--- config.mk ---
export PLATFORM = sky130hd
export DESIGN_NAME = bedtime_alarm_controller
export DESIGN_NICKNAME = d
export VERILOG_FILES = /design/src/bac_pkg.sv /design/src/bedtime_alarm_controller.sv /design/src/bac_sdiv.sv
export SDC_FILE = /design/constraint.sdc
export NUM_CORES = 1
export LEC_CHECK = 0
export BUFFER_PORTS_ARGS = -buffer_cell sky130_fd_sc_hd__buf_2
export CAP_MARGIN = 40
export CORE_MARGIN = 2
export CORE_UTILIZATION = 61
export DETAILED_ROUTE_END_ITERATION = 12
export PLACE_DENSITY = 0.83
export SYNTH_ARGS = -nofsm -noshare
export SYNTH_HDL_FRONTEND = slang
export SYNTH_SLANG_ARGS = --single-unit
--- constraint.sdc ---
create_clock -name i_clk -period 5.1 [get_ports i_clk]
set_clock_uncertainty 0.15 [all_clocks]
set_input_delay 1.275 -clock i_clk [delete_from_list [all_inputs] [get_ports i_clk]]
set_output_delay 1.275 -clock i_clk [all_outputs]
set_load 0.01 [all_outputs]
--- src/bac_pkg.sv ---
// Shared types, codes and constants of the bedtime alarm controller.
`default_nettype none
package bac_pkg;

    localparam int POT_BITS  = 10;
    localparam int TIME_BITS = 32;

    // Significant bits of t / 60 and of t / 3600.
    localparam int Q1_BITS = TIME_BITS - 5;
    localparam int Q2_BITS = TIME_BITS - 11;

    localparam int DIV_W     = 10;
    localparam int DIV_CNT_W = $clog2(TIME_BITS + 1);

    localparam int INC_W  = 6;
    localparam int STEP_W = 10;
    localparam int HOUR_W = 5;
    localparam int MIN_W  = 6;

    localparam int CFG_IDX_W  = 4;
    localparam int CFG_DATA_W = 10;

    localparam logic [CFG_IDX_W-1:0] CFG_INC_PER_HOUR = 4'd0;
    localparam logic [CFG_IDX_W-1:0] CFG_POT_STEP     = 4'd1;

    localparam logic [INC_W-1:0]  INC_RESET  = 6'd2;
    localparam logic [STEP_W-1:0] STEP_RESET = 10'd21;
    localparam logic [INC_W-1:0]  INC_MAX    = 6'd60;

    localparam logic [1:0] MODE_NORMAL = 2'd0;
    localparam logic [1:0] MODE_ALARM  = 2'd1;
    localparam logic [1:0] MODE_EDIT   = 2'd2;

    localparam logic [DIV_W-1:0]  DIV_SIXTY   = 10'd60;
    localparam logic [DIV_W-1:0]  DIV_DAY_HRS = 10'd24;
    localparam logic [HOUR_W-1:0] HOUR_LAST   = 5'd23;
    localparam logic [MIN_W-1:0]  MIN_PER_HR  = 6'd60;
    localparam logic [MIN_W-1:0]  MIN_LAST    = 6'd59;

    typedef struct packed {
        logic                 button_pressed;
        logic [POT_BITS-1:0]  pot_sample;
        logic                 time_valid;
        logic [TIME_BITS-1:0] local_time;
    } t_in;

    typedef struct packed {
        logic [1:0]        mode;
        logic              vibrate;
        logic [HOUR_W-1:0] alarm_hour;
        logic [MIN_W-1:0]  alarm_minute;
        logic [HOUR_W-1:0] clock_hour;
        logic [MIN_W-1:0]  clock_minute;
        logic [MIN_W-1:0]  clock_second;
        logic              alarm_fired;
    } t_out;

    // Minutes between alarm settings: 60 / inc for inc in 1..60.
    function automatic logic [MIN_W-1:0] min_per_step(input logic [INC_W-1:0] inc);
        logic [MIN_W-1:0] v;
        if (inc >= 6'd31)      v = 6'd1;
        else if (inc >= 6'd21) v = 6'd2;
        else if (inc >= 6'd16) v = 6'd3;
        else if (inc >= 6'd13) v = 6'd4;
        else if (inc >= 6'd11) v = 6'd5;
        else if (inc >= 6'd9)  v = 6'd6;
        else if (inc == 6'd8)  v = 6'd7;
        else if (inc == 6'd7)  v = 6'd8;
        else if (inc == 6'd6)  v = 6'd10;
        else if (inc == 6'd5)  v = 6'd12;
        else if (inc == 6'd4)  v = 6'd15;
        else if (inc == 6'd3)  v = 6'd20;
        else if (inc == 6'd2)  v = 6'd30;
        else                   v = 6'd60;
        return v;
    endfunction

endpackage
`default_nettype wire

--- src/bedtime_alarm_controller.sv ---
// Top level of the bedtime alarm controller: sequencer, mode logic and ports.
// Sequencing: one shared bit-serial divider runs five divisions in turn (t/60, /60,
//   %24 over 32+27+21 bits, then pot/step and index/inc over 10 bits each).
// Requests: one in flight at a time; a new request stalls until the previous result is published.
// Reset: synchronous active low; clears mode, vibrate, alarm setting, last seen
//   time and the output valid, and loads inc_per_hour = 2, pot_step = 21.
`default_nettype none
module bedtime_alarm_controller (
    input  wire logic                           i_clk,
    input  wire logic                           i_rst_n,
    input  wire logic                           i_in_valid,
    output logic                                o_in_stall,
    input  wire bac_pkg::t_in                   i_in_data,
    output logic                                o_out_valid,
    input  wire logic                           i_out_stall,
    output bac_pkg::t_out                       o_out_data,
    input  wire logic                           i_cfg_valid,
    output logic                                o_cfg_ready,
    input  wire logic [bac_pkg::CFG_IDX_W-1:0]  i_cfg_index,
    input  wire logic [bac_pkg::CFG_DATA_W-1:0] i_cfg_data
);

    // Sequencer states: one per division, then a slot to publish the result.
    localparam logic [2:0] S_IDLE = 3'd0;
    localparam logic [2:0] S_T1   = 3'd1;   // t / 60 -> second
    localparam logic [2:0] S_T2   = 3'd2;   // (t/60) / 60 -> minute
    localparam logic [2:0] S_T3   = 3'd3;   // (t/3600) % 24 -> hour
    localparam logic [2:0] S_P1   = 3'd4;   // saturated pot / step -> index
    localparam logic [2:0] S_P2   = 3'd5;   // index / inc -> alarm hour, minute
    localparam logic [2:0] S_DONE = 3'd6;

    localparam int T_PAD1 = bac_pkg::TIME_BITS - bac_pkg::Q1_BITS;
    localparam int T_PAD2 = bac_pkg::TIME_BITS - bac_pkg::Q2_BITS;
    localparam int T_PADP = bac_pkg::TIME_BITS - bac_pkg::POT_BITS;

    // Configuration.
    logic [bac_pkg::INC_W-1:0]  r_inc;
    logic [bac_pkg::STEP_W-1:0] r_step;
    logic [bac_pkg::INC_W-1:0]  w_inc;
    logic [bac_pkg::STEP_W-1:0] w_step;

    // Sequencer and latched request.
    logic [2:0]    r_state;
    logic          r_go;
    bac_pkg::t_in  r_in;

    // Architectural state.
    logic [1:0]                     r_mode;
    logic                           r_vib;
    logic [bac_pkg::HOUR_W-1:0]     r_ahr;
    logic [bac_pkg::MIN_W-1:0]      r_amin;
    logic [bac_pkg::TIME_BITS-1:0]  r_last;

    // Partial results.
    logic [bac_pkg::Q1_BITS-1:0]  r_q1;
    logic [bac_pkg::Q2_BITS-1:0]  r_q2;
    logic [bac_pkg::MIN_W-1:0]    r_cs;
    logic [bac_pkg::MIN_W-1:0]    r_cm;
    logic [bac_pkg::HOUR_W-1:0]   r_ch;
    logic [bac_pkg::POT_BITS-1:0] r_idx;
    logic [bac_pkg::HOUR_W-1:0]   r_mhr;
    logic [bac_pkg::MIN_W-1:0]    r_mmn;

    // Output register.
    logic           r_out_valid;
    bac_pkg::t_out  r_out;

    // Divider hookup.
    logic [bac_pkg::TIME_BITS-1:0] w_dvd;
    logic [bac_pkg::DIV_CNT_W-1:0] w_bits;
    logic [bac_pkg::DIV_W-1:0]     w_dvs;
    logic                          w_done;
    logic [bac_pkg::TIME_BITS-1:0] w_quot;
    logic [bac_pkg::DIV_W-1:0]     w_rem;

    logic                          w_accept;
    logic                          w_out_free;
    logic                          w_finish;
    logic [bac_pkg::POT_BITS-1:0]  w_pot_n;
    logic [bac_pkg::DIV_W-1:0]     w_half;
    logic                          w_round_up;
    logic [bac_pkg::MIN_W-1:0]     w_mps;
    logic [2*bac_pkg::MIN_W-1:0]   w_prod;
    logic [bac_pkg::POT_BITS-1:0]  w_map_hr;

    logic [1:0]                    n_mode;
    logic                          n_vib;
    logic [bac_pkg::HOUR_W-1:0]    n_ahr;
    logic [bac_pkg::MIN_W-1:0]     n_amin;
    logic [bac_pkg::TIME_BITS-1:0] n_last;
    logic                          n_fired;
    logic [bac_pkg::HOUR_W-1:0]    n_ch;
    logic [bac_pkg::MIN_W-1:0]     n_cm;
    logic [bac_pkg::MIN_W-1:0]     n_cs;

    assign o_cfg_ready = 1'b1;

    // Zero counts as 1; inc above 60 counts as 60.
    assign w_inc  = (r_inc == '0) ? bac_pkg::INC_W'(1) :
                    (r_inc > bac_pkg::INC_MAX) ? bac_pkg::INC_MAX : r_inc;
    assign w_step = (r_step == '0) ? bac_pkg::STEP_W'(1) : r_step;

    assign w_accept   = i_in_valid && !o_in_stall;
    assign o_in_stall = (r_state != S_IDLE);
    assign w_out_free = !r_out_valid || !i_out_stall;
    assign w_finish   = (r_state == S_DONE) && w_out_free;

    // Pot offset by one step, floored at 0.
    assign w_pot_n = (r_in.pot_sample >= w_step) ? (r_in.pot_sample - w_step) : '0;

    // Round to nearest, ties down: bump when the remainder beats its complement.
    assign w_half     = w_step - w_rem;
    assign w_round_up = (w_rem > w_half);

    assign w_mps    = bac_pkg::min_per_step(w_inc);
    assign w_prod   = w_rem[bac_pkg::MIN_W-1:0] * w_mps;
    assign w_map_hr = w_quot[bac_pkg::POT_BITS-1:0];

    // Steer the shared divider; operands sit left-aligned so only the
    // significant bits are shifted through.
    always_comb begin
        w_dvd  = '0;
        w_bits = '0;
        w_dvs  = bac_pkg::DIV_SIXTY;
        unique case (r_state)
            S_T1: begin
                w_dvd  = r_in.local_time;
                w_bits = bac_pkg::DIV_CNT_W'(bac_pkg::TIME_BITS);
            end
            S_T2: begin
                w_dvd  = {r_q1, {T_PAD1{1'b0}}};
                w_bits = bac_pkg::DIV_CNT_W'(bac_pkg::Q1_BITS);
            end
            S_T3: begin
                w_dvd  = {r_q2, {T_PAD2{1'b0}}};
                w_bits = bac_pkg::DIV_CNT_W'(bac_pkg::Q2_BITS);
                w_dvs  = bac_pkg::DIV_DAY_HRS;
            end
            S_P1: begin
                w_dvd  = {w_pot_n, {T_PADP{1'b0}}};
                w_bits = bac_pkg::DIV_CNT_W'(bac_pkg::POT_BITS);
                w_dvs  = w_step;
            end
            S_P2: begin
                w_dvd  = {r_idx, {T_PADP{1'b0}}};
                w_bits = bac_pkg::DIV_CNT_W'(bac_pkg::POT_BITS);
                w_dvs  = {{(bac_pkg::DIV_W - bac_pkg::INC_W){1'b0}}, w_inc};
            end
            default: begin
                w_dvd  = '0;
            end
        endcase
    end

    bac_sdiv #(
        .DW (bac_pkg::TIME_BITS),
        .VW (bac_pkg::DIV_W)
    ) u_div (
        .i_clk      (i_clk),
        .i_rst_n    (i_rst_n),
        .i_start    (r_go),
        .i_bits     (w_bits),
        .i_dividend (w_dvd),
        .i_divisor  (w_dvs),
        .o_done     (w_done),
        .o_quot     (w_quot),
        .o_rem      (w_rem)
    );

    // Mode step once all pieces are ready. The button acts first, then the
    // action of the mode reached runs in the same tick.
    always_comb begin
        n_mode  = r_mode;
        n_vib   = r_vib;
        n_ahr   = r_ahr;
        n_amin  = r_amin;
        n_last  = r_last;
        n_fired = 1'b0;
        n_ch    = r_in.time_valid ? r_ch : '0;
        n_cm    = r_in.time_valid ? r_cm : '0;
        n_cs    = r_in.time_valid ? r_cs : '0;

        if (r_in.button_pressed) begin
            unique case (r_mode)
                bac_pkg::MODE_ALARM: begin
                    n_mode = bac_pkg::MODE_NORMAL;
                    n_vib  = 1'b0;
                end
                bac_pkg::MODE_NORMAL: begin
                    n_mode = bac_pkg::MODE_EDIT;
                end
                default: begin
                    n_mode = bac_pkg::MODE_NORMAL;
                end
            endcase
        end

        priority if (n_mode == bac_pkg::MODE_NORMAL) begin
            // Check the alarm only on a fresh valid second.
            if (r_in.time_valid && (r_in.local_time != r_last)) begin
                if ((r_ch == r_ahr) && (r_cm == r_amin) && (r_cs == '0)) begin
                    n_mode  = bac_pkg::MODE_ALARM;
                    n_fired = 1'b1;
                end
                n_last = r_in.local_time;
            end
        end else if (n_mode == bac_pkg::MODE_ALARM) begin
            n_vib = !r_vib;
        end else begin
            n_ahr  = r_mhr;
            n_amin = r_mmn;
        end
    end

    // Control and architectural state.
    always_ff @(posedge i_clk) begin
        if (!i_rst_n) begin
            r_inc       <= bac_pkg::INC_RESET;
            r_step      <= bac_pkg::STEP_RESET;
            r_state     <= S_IDLE;
            r_go        <= 1'b0;
            r_mode      <= bac_pkg::MODE_NORMAL;
            r_vib       <= 1'b0;
            r_ahr       <= '0;
            r_amin      <= '0;
            r_last      <= '0;
            r_out_valid <= 1'b0;
        end else begin
            r_go <= 1'b0;

            if (i_cfg_valid && o_cfg_ready) begin
                if (i_cfg_index == bac_pkg::CFG_INC_PER_HOUR) begin
                    r_inc <= i_cfg_data[bac_pkg::INC_W-1:0];
                end else if (i_cfg_index == bac_pkg::CFG_POT_STEP) begin
                    r_step <= i_cfg_data[bac_pkg::STEP_W-1:0];
                end
            end

            // Advance one division at a time.
            unique case (r_state)
                S_IDLE: begin
                    if (w_accept) begin
                        r_state <= S_T1;
                        r_go    <= 1'b1;
                    end
                end
                S_T1, S_T2, S_T3, S_P1: begin
                    if (w_done) begin
                        r_state <= r_state + 3'd1;
                        r_go    <= 1'b1;
                    end
                end
                S_P2: begin
                    if (w_done) begin
                        r_state <= S_DONE;
                    end
                end
                S_DONE: begin
                    if (w_out_free) begin
                        r_state <= S_IDLE;
                    end
                end
                default: begin
                    r_state <= S_IDLE;
                end
            endcase

            // Commit the tick and hold the result until it is taken.
            if (w_finish) begin
                r_mode      <= n_mode;
                r_vib       <= n_vib;
                r_ahr       <= n_ahr;
                r_amin      <= n_amin;
                r_last      <= n_last;
                r_out_valid <= 1'b1;
            end else if (!i_out_stall) begin
                r_out_valid <= 1'b0;
            end
        end
    end

    // Payload: request latch, division results, output word.
    always_ff @(posedge i_clk) begin
        if (w_accept) begin
            r_in <= i_in_data;
        end

        if (w_done) begin
            unique case (r_state)
                S_T1: begin
                    r_cs <= w_rem[bac_pkg::MIN_W-1:0];
                    r_q1 <= w_quot[bac_pkg::Q1_BITS-1:0];
                end
                S_T2: begin
                    r_cm <= w_rem[bac_pkg::MIN_W-1:0];
                    r_q2 <= w_quot[bac_pkg::Q2_BITS-1:0];
                end
                S_T3: begin
                    r_ch <= w_rem[bac_pkg::HOUR_W-1:0];
                end
                S_P1: begin
                    r_idx <= w_quot[bac_pkg::POT_BITS-1:0]
                             + {{(bac_pkg::POT_BITS-1){1'b0}}, w_round_up};
                end
                S_P2: begin
                    // Past the last hour: clamp to the last setting of the day.
                    if (w_map_hr > {{(bac_pkg::POT_BITS - bac_pkg::HOUR_W){1'b0}},
                                    bac_pkg::HOUR_LAST}) begin
                        r_mhr <= bac_pkg::HOUR_LAST;
                        r_mmn <= bac_pkg::MIN_PER_HR - w_mps;
                    end else begin
                        r_mhr <= w_map_hr[bac_pkg::HOUR_W-1:0];
                        r_mmn <= w_prod[bac_pkg::MIN_W-1:0];
                    end
                end
                default: begin
                    r_ch <= r_ch;
                end
            endcase
        end

        if (w_finish) begin
            r_out.mode         <= n_mode;
            r_out.vibrate      <= n_vib;
            r_out.alarm_hour   <= n_ahr;
            r_out.alarm_minute <= n_amin;
            r_out.clock_hour   <= n_ch;
            r_out.clock_minute <= n_cm;
            r_out.clock_second <= n_cs;
            r_out.alarm_fired  <= n_fired;
        end
    end

    assign o_out_valid = r_out_valid;
    assign o_out_data  = r_out;

endmodule
`default_nettype wire

--- src/bac_sdiv.sv ---
// Bit-serial restoring divider, one quotient bit per cycle, MSB first.
`default_nettype none
module bac_sdiv #(
    parameter  int DW = 32,
    parameter  int VW = 10,
    localparam int CW = $clog2(DW + 1)
) (
    input  wire logic          i_clk,
    input  wire logic          i_rst_n,
    input  wire logic          i_start,
    input  wire logic [CW-1:0] i_bits,
    input  wire logic [DW-1:0] i_dividend,
    input  wire logic [VW-1:0] i_divisor,
    output logic               o_done,
    output logic [DW-1:0]      o_quot,
    output logic [VW-1:0]      o_rem
);

    logic [CW-1:0] r_cnt;
    logic          r_done;
    logic [DW-1:0] r_sh;
    logic [VW-1:0] r_rem;
    logic [VW-1:0] r_div;

    logic [VW:0]   w_trial;
    logic [VW:0]   w_diff;
    logic          w_qbit;

    // Dividend bits leave at the top while quotient bits enter at the bottom.
    assign w_trial = {r_rem, r_sh[DW-1]};
    assign w_diff  = w_trial - {1'b0, r_div};
    assign w_qbit  = (w_trial >= {1'b0, r_div});

    always_ff @(posedge i_clk) begin
        if (!i_rst_n) begin
            r_cnt  <= '0;
            r_done <= 1'b0;
        end else begin
            r_done <= 1'b0;
            if (i_start) begin
                r_cnt <= i_bits;
            end else if (r_cnt != '0) begin
                r_cnt <= r_cnt - 1'b1;
                if (r_cnt == CW'(1)) begin
                    r_done <= 1'b1;
                end
            end
        end
    end

    always_ff @(posedge i_clk) begin
        if (i_start) begin
            r_sh  <= i_dividend;
            r_rem <= '0;
            r_div <= i_divisor;
        end else if (r_cnt != '0) begin
            r_sh  <= {r_sh[DW-2:0], w_qbit};
            r_rem <= w_qbit ? w_diff[VW-1:0] : w_trial[VW-1:0];
        end
    end

    assign o_done = r_done;
    assign o_quot = r_sh;
    assign o_rem  = r_rem;

endmodule
`default_nettype wire

==> results.py <==
metrics = {
    "global_route": {
        "first_global_vias": 9076,
        "track_usage_pct": 25.9,
        "antenna_found_initial": 0,
        "grt_pass1_wl_um": 48300,
        "grt_max_degree": 45,
        "grt-ovfl-total": 0,
    },
    "setup_path": {
        "arrival_ps": 4820,
        "crit_type": "reg -> reg",
        "required_ps": 5280,
        "startpoint_type": "flop",
        "end_kind": "flop",
        "r2r_cells": 19,
        "crit_fanout": 5,
    },
    "worst_hold_path": {
        "hp-class": "reg -> reg",
        "worst_hold_path.num_cells": 0,
    },
    "logic_synthesis": {
        "synth_warnings": 0,
        "synth_ff_type": "edfxtp_1",
        "syn_inst": 1156,
        "synthAdderAreaFrac_pct": 6.23,
        "synth_area_leader_cell": "edfxtp_1",
        "synth_edf_count": 204,
        "synth_xor_area_share_pct": 5.58,
        "synthArstFlopShare_pct": 0,
        "synth_compound_area_share_pct": 10.3,
        "synth_area_per_cell_sq_um": 12.0,
        "synth_seq_cells": 288,
        "synthMuxAreaShare_pct": 5.63,
        "synth_cell_type_count": 70,
        "synth-simple-area-share_pct": 12.3,
        "yosysMostFrequentCell": "edfxtp_1",
        "synth.top_cells.by_area": "edfxtp_1, dfxtp_1, ha_1",
        "seq_area_frac_synth_pct": 56.5,
        "yosysTopAreaCellShare_pct": 44.3,
        "yosys-top-cells-count": "edfxtp_1, dfxtp_1, nand2_1, nor2_1, inv_1",
        "syn_area_sq_mm": 0.0138,
        "syn_nets": 1283,
        "synth_top_family_by_area": "simple AND/OR/NAND/NOR gates",
    },
    "final_layout": {
        "multiInputGateArea_sq_mm": 0.00556,
        "num_antenna_cells": 0,
        "drive_gt1_share_pct": 15.1,
        "stdcell_area_sq_mm": 0.0155,
        "area_delta_synth_final_pct": 12.4,
        "stdcell_count": 1559,
        "layout.nets": 1379,
        "fillers": 1548,
        "register_area_sq_mm": 0.00781,
    },
    "timing": {
        "timing.final.ws_setup_ps": 454,
        "max_freq_mhz": 215,
        "post-route-period-util_pct": 91.1,
        "slew_viol_final": 0,
        "rsz0062_at_grt": "false",
        "worst_hold_slack_ps": 298,
        "finalSetupViolCount": 0,
        "fin_crit_ps": 4650,
        "relSlewSlack_pct": 41.1,
        "tightest_slew_ps": 877,
        "setup_tns_ps": 0,
        "hold_viol_final": 0,
    },
    "placed_design": {
        "port_buffers": 96,
        "pre_cts_slack_ps": 520,
        "placed_cells": 1505,
        "place.detailed.hpwl_um": 21800,
        "gp_congestion": 0.912,
        "placed_area_sq_mm": 0.0146,
    },
    "routing": {
        "wire_per_inst_um": 19.6,
        "vias": 9298,
        "drt_iter0_drc": 1050,
        "dr.pass1.iters": 7,
        "routed_via_density": 5.96,
        "ant_nets": 0,
        "finalWirelength_um": 30600,
        "route.detailed.drc": 0,
    },
    "clock_network": {
        "cts_root_buffer": "clkbuf_16",
        "numCtsBuffers": 30,
        "clkTransAtPathRegs_ps": 70,
        "post-cts-setup-buffers": 0,
        "htreeDepth": 1,
        "clk_latency_ps": 580,
        "clkSinkCount": 288,
        "cts_tree": "built",
        "clock_path_buffers": 3,
        "ctsHoldBuffers": 0,
        "cts_resized": 0,
    },
    "run": {
        "drv_cap": 0,
    },
    "power": {
        "power_density_mw_per_mm2": 541,
        "peakVddDrop_mv": 0.427,
        "p_leak_nw": 5.91,
    },
    "floorplan": {
        "rows": 55,
        "dieArea_sq_mm": 0.0239,
        "ioPinCount": 98,
        "die_w_um": 155,
        "start_util_pct": 61.6,
        "die-height_um": 155,
        "core_sq_mm": 0.0224,
    },
    "run_status": {
        "outcome": "completed",
    },
}
[where the power goes]
group          total, mW  switching [mW]  internal [mW]
Combinational       2.97            1.73           1.24
Clock               1.99           0.872           1.12
Sequential          3.45           0.362           3.09
[area by class of cell]
type / instances / share of cell area, %
clock inverters: 9 / 0.451
multi-input cells: 747 / 35.8
clock buffers: 45 / 5.32
inverters: 67 / 1.62
repair buffers: 118 / 4.28
flip-flops and latches: 288 / 50.2
well taps: 285 / 2.29
[sequential cells by signal, indices dropped and copies added (netlist names), 21 cells and up]
name,cells
r_q1,27
o_out_data,32
r_in,44
u_div.o_quot,32
r_last,32
r_q2,21
[routing by layer]
layer | up-vias | routed length (um) | GRT usage (%)
met5 | - | 0 | 0
met4 | 0 | 893 | 8.60
met3 | 70 | 2180 | 4.31
met2 | 373 | 14800 | 42.9
met1 | 4428 | 12700 | 35.0
li1 | 4427 | - | -
[cells by family after synthesis]
logic type,Yosys count
simple gates,324
mux,75
buf+inv,121
fa+ha+maj,64
other cells,1
xor+xnor,88
compound gates,195
flops,288
[cells in the final DEF, fill, tap and decap left out, types with 22 or more instances in the layout]
master	n
nor2b_1	58
edfxtp_1	204
xor2_1	52
buf_2	96
clkbuf_16	30
dfxtp_1	84
inv_1	65
a21oi_1	39
xnor2_1	36
nand2_1	69
o21ai_0	34
ha_1	56
and2_1	31
mux2_2	22
nor2_1	69
mux2i_1	53
[path summary, 6_finish.rpt]
check | from | to | slack (ps)
worst min register to register | u_div.o_quot[24]$_DFFE_PP_ | r_q1[24]$_DFFE_PP_ | 300
worst min-delay path | u_div.o_quot[24]$_DFFE_PP_ | r_q1[24]$_DFFE_PP_ | 300
worst max-delay path | r_step[1]$_SDFFE_PN0P_ | r_idx[6]$_DFFE_PP_ | 450
worst max register to register | r_step[1]$_SDFFE_PN0P_ | r_idx[6]$_DFFE_PP_ | 450
[metrics by stage]
step / utilization, % / power [mW]
2_1_floorplan: - / 5.53
3_3_place_gp: 65.1 / 6.29
3_5_place_dp: 65.3 / 6.40
4_1_cts: 69.3 / 8.41
5_1_grt: 69.3 / 8.89
6_report: 69.3 / 8.41
[worst max-delay path, stage by stage (launching register included)]
cell and delay [ps]:
dfxtp_1 430, nor3_1 90, a41oi_1 330, ha_1 230
nor2b_1 50, o21ai_0 200, a21boi_0 130, o21ai_0 270
a21oi_1 170, or4_1 470, and3_1 180, ha_1 290
nand4_1 140, nor3_1 210, a2111oi_0 90, a31oi_1 240
ha_1 230, ha_1 240, nand4_1 130, xnor2_1 150
(Power assumes the default switching activity.)
